**config.mk**
```make
export PLATFORM = sky130hd
export DESIGN_NAME = signed_int_to_ascii_radix_top
export DESIGN_NICKNAME = d
export VERILOG_FILES = /design/src/rtl/sitoa_pkg.sv /design/src/rtl/sitoa_ctrl.sv /design/src/rtl/sitoa_dp.sv /design/src/rtl/signed_int_to_ascii_radix_top.sv
export SDC_FILE = /design/constraint.sdc
export NUM_CORES = 1
export LEC_CHECK = 0
export ABC_AREA = 1
export BUFFER_PORTS_ARGS = -buffer_cell sky130_fd_sc_hd__buf_2
export CORE_MARGIN = 4
export CORE_UTILIZATION = 55
export DETAILED_ROUTE_END_ITERATION = 12
export PLACE_DENSITY = 0.78
export RECOVER_POWER = 50
export SLEW_MARGIN = 10
export SYNTH_ARGS = -nofsm -noshare
export SYNTH_HDL_FRONTEND = slang
export SYNTH_SLANG_ARGS = --single-unit
```
**constraint.sdc**
```tcl
create_clock -name clk -period 7.5 [get_ports clk]
set_clock_uncertainty 0.05 [all_clocks]
set_input_delay 0.75 -clock clk [delete_from_list [all_inputs] [get_ports clk]]
set_output_delay 0.75 -clock clk [all_outputs]
set_load 0.005 [all_outputs]
```
**src/rtl/sitoa_pkg.sv**
```systemverilog
// Package with the shared types, constants and character mapping of the integer-to-text converter.
`timescale 1ns / 1ps
`default_nettype none

package sitoa_pkg;

    localparam logic [5:0] RADIX_RESET   = 6'd10;
    localparam logic [5:0] RADIX_MIN     = 6'd2;
    localparam logic [5:0] RADIX_MAX     = 6'd36;
    localparam logic [6:0] LETTER_OFFSET = 7'd87;
    localparam logic [6:0] CHAR_ZERO     = 7'd48;
    localparam logic [6:0] CHAR_MINUS    = 7'd45;
    localparam logic [5:0] DIGIT_MAX_DEC = 6'd9;

    typedef struct packed {
        logic load;
        logic div_step;
        logic store;
        logic emit_sign;
        logic read;
        logic emit_digit;
    } sitoa_cmd_t;

    typedef struct packed {
        logic div_last;
        logic quot_zero;
        logic negative;
        logic count_zero;
    } sitoa_status_t;

    function automatic logic [6:0] digit_to_ascii(input logic [5:0] digit);
        logic [6:0] wide;
        wide = {1'b0, digit};
        if (digit > DIGIT_MAX_DEC)
        begin
            digit_to_ascii = wide + LETTER_OFFSET;
        end
        else
        begin
            digit_to_ascii = wide + CHAR_ZERO;
        end
    endfunction

endpackage

`default_nettype wire

```
**src/rtl/sitoa_ctrl.sv**
```systemverilog
// Controller state machine that sequences division, digit storage and character output.
`timescale 1ns / 1ps
`default_nettype none

module sitoa_ctrl (
    input  wire logic                    clk,
    input  wire logic                    rst_n,
    input  wire logic                    start,
    input  wire sitoa_pkg::sitoa_status_t status,
    output logic                         busy,
    output sitoa_pkg::sitoa_cmd_t        cmd
);
    import sitoa_pkg::*;

    localparam logic [2:0] S_IDLE  = 3'd0;
    localparam logic [2:0] S_DIV   = 3'd1;
    localparam logic [2:0] S_STORE = 3'd2;
    localparam logic [2:0] S_SIGN  = 3'd3;
    localparam logic [2:0] S_READ  = 3'd4;
    localparam logic [2:0] S_EMIT  = 3'd5;

    logic [2:0] state_reg;
    logic [2:0] state_next;

    always_ff @(posedge clk or negedge rst_n)
    begin
        if (!rst_n)
        begin
            state_reg <= S_IDLE;
        end
        else
        begin
            state_reg <= state_next;
        end
    end

    always_comb
    begin
        state_next = state_reg;
        cmd        = '0;
        case (state_reg)
            S_IDLE:
            begin
                if (start)
                begin
                    cmd.load   = 1'b1;
                    state_next = S_DIV;
                end
            end
            S_DIV:
            begin
                cmd.div_step = 1'b1;
                if (status.div_last)
                begin
                    state_next = S_STORE;
                end
            end
            S_STORE:
            begin
                cmd.store = 1'b1;
                if (status.quot_zero)
                begin
                    state_next = status.negative ? S_SIGN : S_READ;
                end
                else
                begin
                    state_next = S_DIV;
                end
            end
            S_SIGN:
            begin
                cmd.emit_sign = 1'b1;
                state_next    = S_READ;
            end
            S_READ:
            begin
                cmd.read   = 1'b1;
                state_next = S_EMIT;
            end
            S_EMIT:
            begin
                cmd.emit_digit = 1'b1;
                state_next     = status.count_zero ? S_IDLE : S_READ;
            end
            default:
            begin
                state_next = S_IDLE;
            end
        endcase
    end

    assign busy = (state_reg != S_IDLE);

endmodule

`default_nettype wire

```
**src/rtl/sitoa_dp.sv**
```systemverilog
// Datapath with the radix register, bit-serial divider, digit memory and output registers.
`timescale 1ns / 1ps
`default_nettype none

module sitoa_dp #(
    parameter int VALUE_WIDTH = 32,
    parameter int MAX_DIGITS  = 32
) (
    input  wire logic                          clk,
    input  wire logic                          rst_n,
    input  wire sitoa_pkg::sitoa_cmd_t         cmd,
    output sitoa_pkg::sitoa_status_t           status,
    input  wire logic signed [VALUE_WIDTH-1:0] value,
    input  wire logic                          radix_wr_en,
    input  wire logic [5:0]                    radix_wr_data,
    output logic [6:0]                         char_code,
    output logic                               last_char,
    output logic                               char_valid
);
    import sitoa_pkg::*;

    localparam int BW = $clog2(VALUE_WIDTH);
    localparam int CW = $clog2(MAX_DIGITS + 1);
    localparam int AW = $clog2(MAX_DIGITS);

    logic [5:0]             radix_reg;
    logic [5:0]             radix_next;
    logic [VALUE_WIDTH-1:0] mag_reg;
    logic [VALUE_WIDTH-1:0] mag_next;
    logic [5:0]             rem_reg;
    logic [5:0]             rem_next;
    logic [BW-1:0]          bit_cnt_reg;
    logic [BW-1:0]          bit_cnt_next;
    logic [CW-1:0]          count_reg;
    logic [CW-1:0]          count_next;
    logic                   neg_reg;
    logic                   neg_next;
    logic [5:0]             rd_data_reg;
    logic [6:0]             char_reg;
    logic [6:0]             char_next;
    logic                   last_reg;
    logic                   last_next;
    logic                   valid_reg;
    logic                   valid_next;

    logic [5:0]             digit_mem [MAX_DIGITS];

    logic [VALUE_WIDTH-1:0] value_u;
    logic [6:0]             rem_shift;
    logic [6:0]             rem_diff;
    logic                   fits;
    logic                   room;
    logic [CW-1:0]          count_dec;
    logic [AW-1:0]          wr_addr;
    logic [AW-1:0]          rd_addr;

    assign value_u   = value;
    assign rem_shift = {rem_reg, mag_reg[VALUE_WIDTH-1]};
    assign fits      = (rem_shift >= {1'b0, radix_reg});
    assign rem_diff  = rem_shift - {1'b0, radix_reg};
    assign room      = (count_reg < CW'(MAX_DIGITS));
    assign count_dec = count_reg - CW'(1);
    assign wr_addr   = count_reg[AW-1:0];
    assign rd_addr   = count_dec[AW-1:0];

    always_comb
    begin
        radix_next = radix_reg;
        if (radix_wr_en)
        begin
            if (radix_wr_data < RADIX_MIN)
            begin
                radix_next = RADIX_MIN;
            end
            else if (radix_wr_data > RADIX_MAX)
            begin
                radix_next = RADIX_MAX;
            end
            else
            begin
                radix_next = radix_wr_data;
            end
        end
    end

    always_comb
    begin
        mag_next     = mag_reg;
        rem_next     = rem_reg;
        bit_cnt_next = bit_cnt_reg;
        count_next   = count_reg;
        neg_next     = neg_reg;
        if (cmd.load)
        begin
            neg_next     = value_u[VALUE_WIDTH-1];
            mag_next     = value_u[VALUE_WIDTH-1] ? (~value_u + VALUE_WIDTH'(1)) : value_u;
            rem_next     = '0;
            bit_cnt_next = '0;
            count_next   = '0;
        end
        if (cmd.div_step)
        begin
            rem_next     = fits ? rem_diff[5:0] : rem_shift[5:0];
            mag_next     = {mag_reg[VALUE_WIDTH-2:0], fits};
            bit_cnt_next = bit_cnt_reg + BW'(1);
        end
        if (cmd.store)
        begin
            rem_next     = '0;
            bit_cnt_next = '0;
            if (room)
            begin
                count_next = count_reg + CW'(1);
            end
        end
        if (cmd.read)
        begin
            count_next = count_dec;
        end
    end

    always_comb
    begin
        valid_next = cmd.emit_sign | cmd.emit_digit;
        char_next  = cmd.emit_sign ? CHAR_MINUS : digit_to_ascii(rd_data_reg);
        last_next  = cmd.emit_digit && (count_reg == '0);
    end

    always_ff @(posedge clk or negedge rst_n)
    begin
        if (!rst_n)
        begin
            radix_reg   <= RADIX_RESET;
            bit_cnt_reg <= '0;
            count_reg   <= '0;
            neg_reg     <= 1'b0;
            valid_reg   <= 1'b0;
            last_reg    <= 1'b0;
        end
        else
        begin
            radix_reg   <= radix_next;
            bit_cnt_reg <= bit_cnt_next;
            count_reg   <= count_next;
            neg_reg     <= neg_next;
            valid_reg   <= valid_next;
            last_reg    <= last_next;
        end
    end

    always_ff @(posedge clk)
    begin
        mag_reg  <= mag_next;
        rem_reg  <= rem_next;
        char_reg <= char_next;
    end

    always_ff @(posedge clk)
    begin
        if (cmd.store && room)
        begin
            digit_mem[wr_addr] <= rem_reg;
        end
        if (cmd.read)
        begin
            rd_data_reg <= digit_mem[rd_addr];
        end
    end

    assign status.div_last   = (bit_cnt_reg == BW'(VALUE_WIDTH - 1));
    assign status.quot_zero  = (mag_reg == '0);
    assign status.negative   = neg_reg;
    assign status.count_zero = (count_reg == '0);

    assign char_code  = char_reg;
    assign last_char  = last_reg;
    assign char_valid = valid_reg;

endmodule

`default_nettype wire

```
**src/rtl/signed_int_to_ascii_radix_top.sv**
```systemverilog
// Top level of the signed integer to ASCII text converter for radix 2 to 36.
//
//  Channel   Signals                          Transfer
//  --------  -------------------------------  ----------------------------------------
//  request   start, busy, value               taken at an edge with start high, busy low
//  result    char_valid, char_code, last_char one-cycle strobe per character, no back-pressure
//  config    radix_wr_en, radix_wr_data       radix written at an edge with enable high
//
// Each digit comes from the one-bit-per-cycle restoring divider and is stored in the digit
// memory; each character then passes through the registered digit memory read.
// A negative value also gets a minus sign, emitted ahead of its digits.
// Reset clears the controller, the digit count and the output strobe, and sets radix to 10.
// Characters leave on their strobe without waiting; the receiver cannot stall them.
`timescale 1ns / 1ps
`default_nettype none

module signed_int_to_ascii_radix_top #(
    parameter int VALUE_WIDTH = 32,
    parameter int MAX_DIGITS  = 32
) (
    input  wire logic                          clk,
    input  wire logic                          rst_n,
    input  wire logic                          start,
    output logic                               busy,
    input  wire logic signed [VALUE_WIDTH-1:0] value,
    input  wire logic                          radix_wr_en,
    input  wire logic [5:0]                    radix_wr_data,
    output logic [6:0]                         char_code,
    output logic                               last_char,
    output logic                               char_valid
);
    import sitoa_pkg::*;

    sitoa_cmd_t    cmd;
    sitoa_status_t status;

    sitoa_ctrl u_ctrl (
        .clk    (clk),
        .rst_n  (rst_n),
        .start  (start),
        .status (status),
        .busy   (busy),
        .cmd    (cmd)
    );

    sitoa_dp #(
        .VALUE_WIDTH (VALUE_WIDTH),
        .MAX_DIGITS  (MAX_DIGITS)
    ) u_dp (
        .clk           (clk),
        .rst_n         (rst_n),
        .cmd           (cmd),
        .status        (status),
        .value         (value),
        .radix_wr_en   (radix_wr_en),
        .radix_wr_data (radix_wr_data),
        .char_code     (char_code),
        .last_char     (last_char),
        .char_valid    (char_valid)
    );

    // Every character on the strobe is a minus sign, a decimal digit or a lower-case letter.
    assert property (@(posedge clk) disable iff (!rst_n)
        char_valid |-> ((char_code == CHAR_MINUS) ||
                        ((char_code >= 7'd48) && (char_code <= 7'd57)) ||
                        ((char_code >= 7'd97) && (char_code <= 7'd122))))
        else $error("character outside the digit alphabet");

    // An accepted request keeps the block busy in the following cycle.
    assert property (@(posedge clk) disable iff (!rst_n)
        (start && !busy) |=> busy)
        else $error("request accepted without entering conversion");

    // The block goes idle exactly as the final character of a request is shown.
    assert property (@(posedge clk) disable iff (!rst_n)
        $fell(busy) |-> (char_valid && last_char))
        else $error("conversion ended without a final character");

    // The last flag only ever rides on a strobed character.
    assert property (@(posedge clk) disable iff (!rst_n)
        last_char |-> char_valid)
        else $error("last flag without a character strobe");

endmodule

`default_nettype wire
```
==> reports/summary.txt, run 1 <==
Status: complete, but fails checks
Failing checks: max-capacitance violations, max-slew violations
CP Launch Type: register
Top-count cell post-synth: nor2_1
Peak VDD IR: 0.000382 V
Sequential share of power: 52.4%
I/O Pins: 52
Slew Viols, Final: 248
Number of global-route vias before repair: 8581
Share of the synthesized area in the top cell type: 54.6%
Pwr dens: 266 nW/µm²
Drt drc: 0
GP Congestion: 0.961
Vias: 9188
Fin Setup TNS: 0 ns
Pre-Repair DR Iteration Count: 5
Synthesized instance count: 1268
Share of cells above drive strength 1: 9.13%
Setup Viol. Count Final: 0
Synth area leader: edfxtp_1
Post-synth EDFFs: 230
CTS tree: yes
Num rows: 55
Largest net degree at the start of global routing: 66
Mapped Area: 12700 µm²
Final #Nets: 1370
Worst hold slack: 0.416 ns
Crit. End Element: register
Int Pwr: 2.68 mW
Max reg flops: 192
Antenna Cells: 0
Root buf cell: clkbuf_16
Die Span Y: 160 µm
Number of port buffers: 51
Commonest cells in the netlist: nor2_1, edfxtp_1, nand2_1
Sw Share: 26.8%
Power share of the combinational group: 14.7%
Initial drt markers: 1170
Gr usage total: 22.3%
Core area: 22600 µm²
WP data required: 7.86 ns
Top FF cell, synth: edfxtp_1
Sequential area share after synthesis: 61.2%
Min Tclk post-route: 3.69 ns
Starting density of the core: 55.9%
Die Area: 25500 µm²
Area growth syn-to-layout: 9.16%
Global-route wire length before repair: 45.9 mm
Async set or reset register ratio after synthesis: 8.65%
Total CTS buffers: 27
Post-Route WL: 28.9 mm
Post-DP HPWL: 19.0 mm
CP max FO: 55
Clock-pin slew on the worst setup and hold paths: 0.06 ns
Synth top area cells: edfxtp_1, nor2_1, o21ai_0
Critical Path AT: 4.05 ns
Clock Latency Late Sink: 0.53 ns
Post-route antenna net violation count: 0
Clock buffer depth: 3
Syn avg cell area: 9.98 µm²
Netlist cell types: 43
Period utilization: 49.2%
Vias per inst: 5.70
Chip Width: 160 µm
RSZ-0062 raised after global routing: no
Hold_buf cts: 0
Resized cells post-CTS: 0
Achievable Freq: 271 MHz
Clock Power Share: 32.9%
Worst slew pin tran: 1.92 ns
Final Hold Vio Count: 0
Static leakage: 5.11 nW
Worst hold path type: in -> reg
#FFs+latches synth: 266
Setup CP Type: reg -> reg
Net Switching: 0.984 mW
Wire per inst: 18.0 µm
Mapped Nets: 1331
Tot Pwr: 3.67 mW
Relative slew margins: -28.3%
Synth warn: 0
Initial antenna violation count: 0
CTS H-tree lvls: 1
Grt ovf: 0
Num Clock Sinks: 266
Post-CTS Setup Inserts: 0
Max-cap violations: 7
==> through the flow <==
stage / cell area [µm²] / instances / utilization [%] / setup WS (ns)
3_5_place_dp: 13100 / 1563 / 57.7 / 3.86
6_report: 13800 / 1611 / 61.0 / 3.81
2_1_floorplan: 12700 / 1268 / - / 5.14
5_1_grt: 13800 / 1611 / 61.0 / 3.51
4_1_cts: 13900 / 1611 / 61.2 / 3.85
3_3_place_gp: 13100 / 1563 / 57.7 / 3.98
==> routing by layer <==
layer / vias up / wire, µm / GRT usage, %
li1: 4441 / - / -
met3: 59 / 2160 / 3.17
met2: 378 / 13400 / 35.2
met1: 4310 / 12600 / 32.5
met4: 0 / 766 / 6.86
met5: - / 0 / 0
==> power groups by stage <==
stage	logic, mW	registers [mW]	clock network (mW)
2_1_floorplan	0.253	2.01	0
3_3_place_gp	0.536	1.93	0
3_5_place_dp	0.551	1.94	0
4_1_cts	0.554	1.91	1.22
5_1_grt	0.608	1.93	1.28
6_report	0.539	1.92	1.21
==> path summary, 6_finish.rpt <==
check	startpoint	to	slack [ns]	cells after the start
setup / recovery	u_dp.count_reg[0]$_DFF_PN0_	u_dp.rd_data_reg[3]$_DFFE_PP_	3.81	11
hold / removal	radix_wr_data[3]	u_dp.radix_reg[3]$_DFFE_PN1P_	0.42	3
setup reg to reg	u_dp.count_reg[0]$_DFF_PN0_	u_dp.rd_data_reg[3]$_DFFE_PP_	3.81	11
hold reg to reg	u_dp.radix_reg[3]$_DFFE_PN1P_	u_dp.radix_reg[3]$_DFFE_PN1P_	0.45	2
max in group asynchronous	rst_n	u_dp.count_reg[0]$_DFF_PN0_	6.09	1
min in group asynchronous	rst_n	u_dp.count_reg[2]$_DFF_PN0_	0.45	1
==> worst max-delay path: stages, from the launching register on <==
cell and delay [ns]:
dfrtp_2 0.34, buf_4 0.45, inv_4 0.26, ha_2 0.89, buf_4 0.50, inv_1 0.30, nor2_1 0.18, o21ai_0 0.13
nand3_2 0.11, nand3_1 0.08, nand3_1 0.10, o21a_1 0.13
==> cells in the final DEF (no fill, tap or decap), types with 18 or more instances in the layout <==
| master | instances |
|---|---|
| buf_2 | 44 |
| clkbuf_1 | 18 |
| clkbuf_16 | 27 |
| dfrtp_1 | 20 |
| edfxtp_1 | 230 |
| ha_1 | 19 |
| inv_1 | 82 |
| nand2_1 | 183 |
| nand3_1 | 97 |
| nor2_1 | 276 |
| o211ai_1 | 33 |
| o21ai_0 | 144 |
==> cells by family after synthesis <==
group | after synthesis | share of synthesized area (%)
adders and majority gates | 21 | 2.14
xor gates and xnor gates | 21 | 1.75
and+or+nand+nor | 595 | 19.8
buffers and inverters | 142 | 4.97
AOI/OAI and AO/OA | 223 | 10.2
DFF | 266 | 61.2
==> area by class of cell <==
class	count	area, µm²
clock buffers	30	687
clock inverters	18	96.3
fillers	1795	8830
inverters	88	335
multi-input cells	860	4280
flip-flops and latches	266	7750
well taps	285	357
repair buffers	64	314
Power figures use the tool's default switching activity.
==> run 2, diff against run 1 <==
PLACE_DENSITY = 0.81   (was 0.78)
clock period = 3.35 ns   (was 7.5 ns; I/O delays follow)
==> reports/summary.txt, run 2 (synthesis results as in run 1) <==
Vias: 9413
Routed wl met2: 14.2 mm
Multi-input gate area: 4270 µm²
Worst hold slack: 0.0186 ns
Final Hold Vio Count: 0
Max-cap violations: 6
Static leakage: 5.13 nW
Largest net degree at the start of global routing: 102
RSZ-0062 raised after global routing: no
Place WS: 0.715 ns
Total CTS buffers: 26
Die Area: 25500 µm²
Worst path slowest cell: ha_2
Antenna Cells: 0
Status: complete, but fails checks
Setup CP Type: reg -> reg
Fill count: 1760
Cells along the critical path: inv_1 > ha_2 > buf_12 > o21ai_0 > o211ai_1 > nand3_1 > nand3_1 > o21a_1
Slew Viols, Final: 205
CTS H-tree lvls: 1
Initial drt markers: 1025
CTS tree: yes
Drt drc: 0
Placed cell area: 13100 µm²
Tot Pwr: 8.22 mW
Most common cell after layout, fill and taps aside: nor2_1
Post-route antenna net violation count: 0
Final worst slack: 0.666 ns
Final #Nets: 1375
Critical path's top delay family: adder cells
Period utilization: 80.1%
Register Area: 7750 µm²
Post-DP HPWL: 19.1 mm
Peak VDD IR: 0.000392 V
I/O Pins: 52
Core area: 22600 µm²
Clock buffer depth: 3
Number of port buffers: 51
Clock Latency Late Sink: 0.54 ns
Number of global-route vias before repair: 9057
CP Launch Type: register
Starting density of the core: 55.9%
Gr usage total: 22.7%
Vias per inst: 5.83
Die Span Y: 160 µm
Area growth syn-to-layout: 9.49%
CP max FO: 60
Max reg flops: 192
Achievable Freq: 373 MHz
Grt ovf: 0
Most frequent cells in the layout: nor2_1, edfxtp_1, nand2_1
WP data required: 3.72 ns
Clock-pin slew on the worst setup and hold paths: 0.06 ns
Worst slew pin tran: 1.96 ns
Critical Path AT: 3.05 ns
Routed met3 length: 2.20 mm
Num Clock Sinks: 266
Initial antenna violation count: 0
Critical Path Most Common Cell: nand3_1
Chip Width: 160 µm
Fin Setup TNS: 0 ns
Root buf cell: clkbuf_16
Wire per inst: 18.4 µm
Crit. End Element: register
Setup Viol. Count Final: 0
Share of cells above drive strength 1: 8.80%
Pre-Repair DR Iteration Count: 5
Pwr dens: 593 nW/µm²
Post-CTS Setup Inserts: 0
Post-Route WL: 29.7 mm
Routed metal-1 wirelength: 12.5 mm
Worst hold path type: in -> reg
Min Tclk post-route: 2.68 ns
Buf+Inv Stages, Crit Path: 2
Failing checks: max-capacitance violations, max-slew violations
Design Area, Final: 13900 µm²
Num rows: 55
GP Congestion: 0.915
Relative slew margins: -30.8%
Slowest stage delay, CP: 0.69 ns
Global-route wire length before repair: 46.8 mm
Top Layer Used: met4
run 2: through the flow:
| step | util, % | cells |
|---|---|---|
| global placement | 57.9 | 1566 |
| detailed placement | 57.9 | 1566 |
| floorplan | - | 1268 |
| global route | 61.2 | 1615 |
| finish | 61.2 | 1615 |
| CTS | 61.4 | 1615 |
run 2: where the power goes:
part	internal (mW)	switching, mW
Sequential	4.22	0.0988
Combinational	0.313	0.899
Clock	1.48	1.21
Total	6.01	2.20
run 2: final timing paths:
path                                                    start                              end  slack, ns  depth (start not counted)
worst max-delay path              u_dp.count_reg[1]$_DFF_PN0_    u_dp.rd_data_reg[0]$_DFFE_PP_       0.67                          8
worst min-delay path                         radix_wr_data[0]    u_dp.radix_reg[0]$_DFFE_PN0P_       0.02                          3
worst max register to register    u_dp.count_reg[1]$_DFF_PN0_    u_dp.rd_data_reg[0]$_DFFE_PP_       0.67                          8
worst min register to register  u_dp.radix_reg[0]$_DFFE_PN0P_    u_dp.radix_reg[0]$_DFFE_PN0P_       0.46                          2
max in group asynchronous                               rst_n      u_dp.count_reg[0]$_DFF_PN0_       1.83                          2
min in group asynchronous                               rst_n  u_dp.bit_cnt_reg[3]$_DFFE_PN0P_       0.56                          2
run 2: cell type report:
type                            count  area share [%]
Timing Repair Buffer               70            2.69
Inverter                           88            2.42
Clock buffer                       37            5.14
Sequential cell                   266            55.9
Multi-Input combinational cell    860            30.8
Tap cell                          285            2.57
Clock inverter                      9           0.415
run 2: tightest hold or removal path: stages:
cell     delay, ns
buf_2         0.11
nand2_1       0.06
o21ai_0       0.07
run 2: timing repair:
action,CTS,global route
resized for setup,0,0
hold endpoints to repair,23,0
hold buffers,3,0
run 2: per-layer routing:
layer	GRT usage [%]	vias to the layer above
met5	0	-
met2	37.0	402
met1	31.7	4493
met4	8.05	0
li1	-	4452
met3	2.94	66
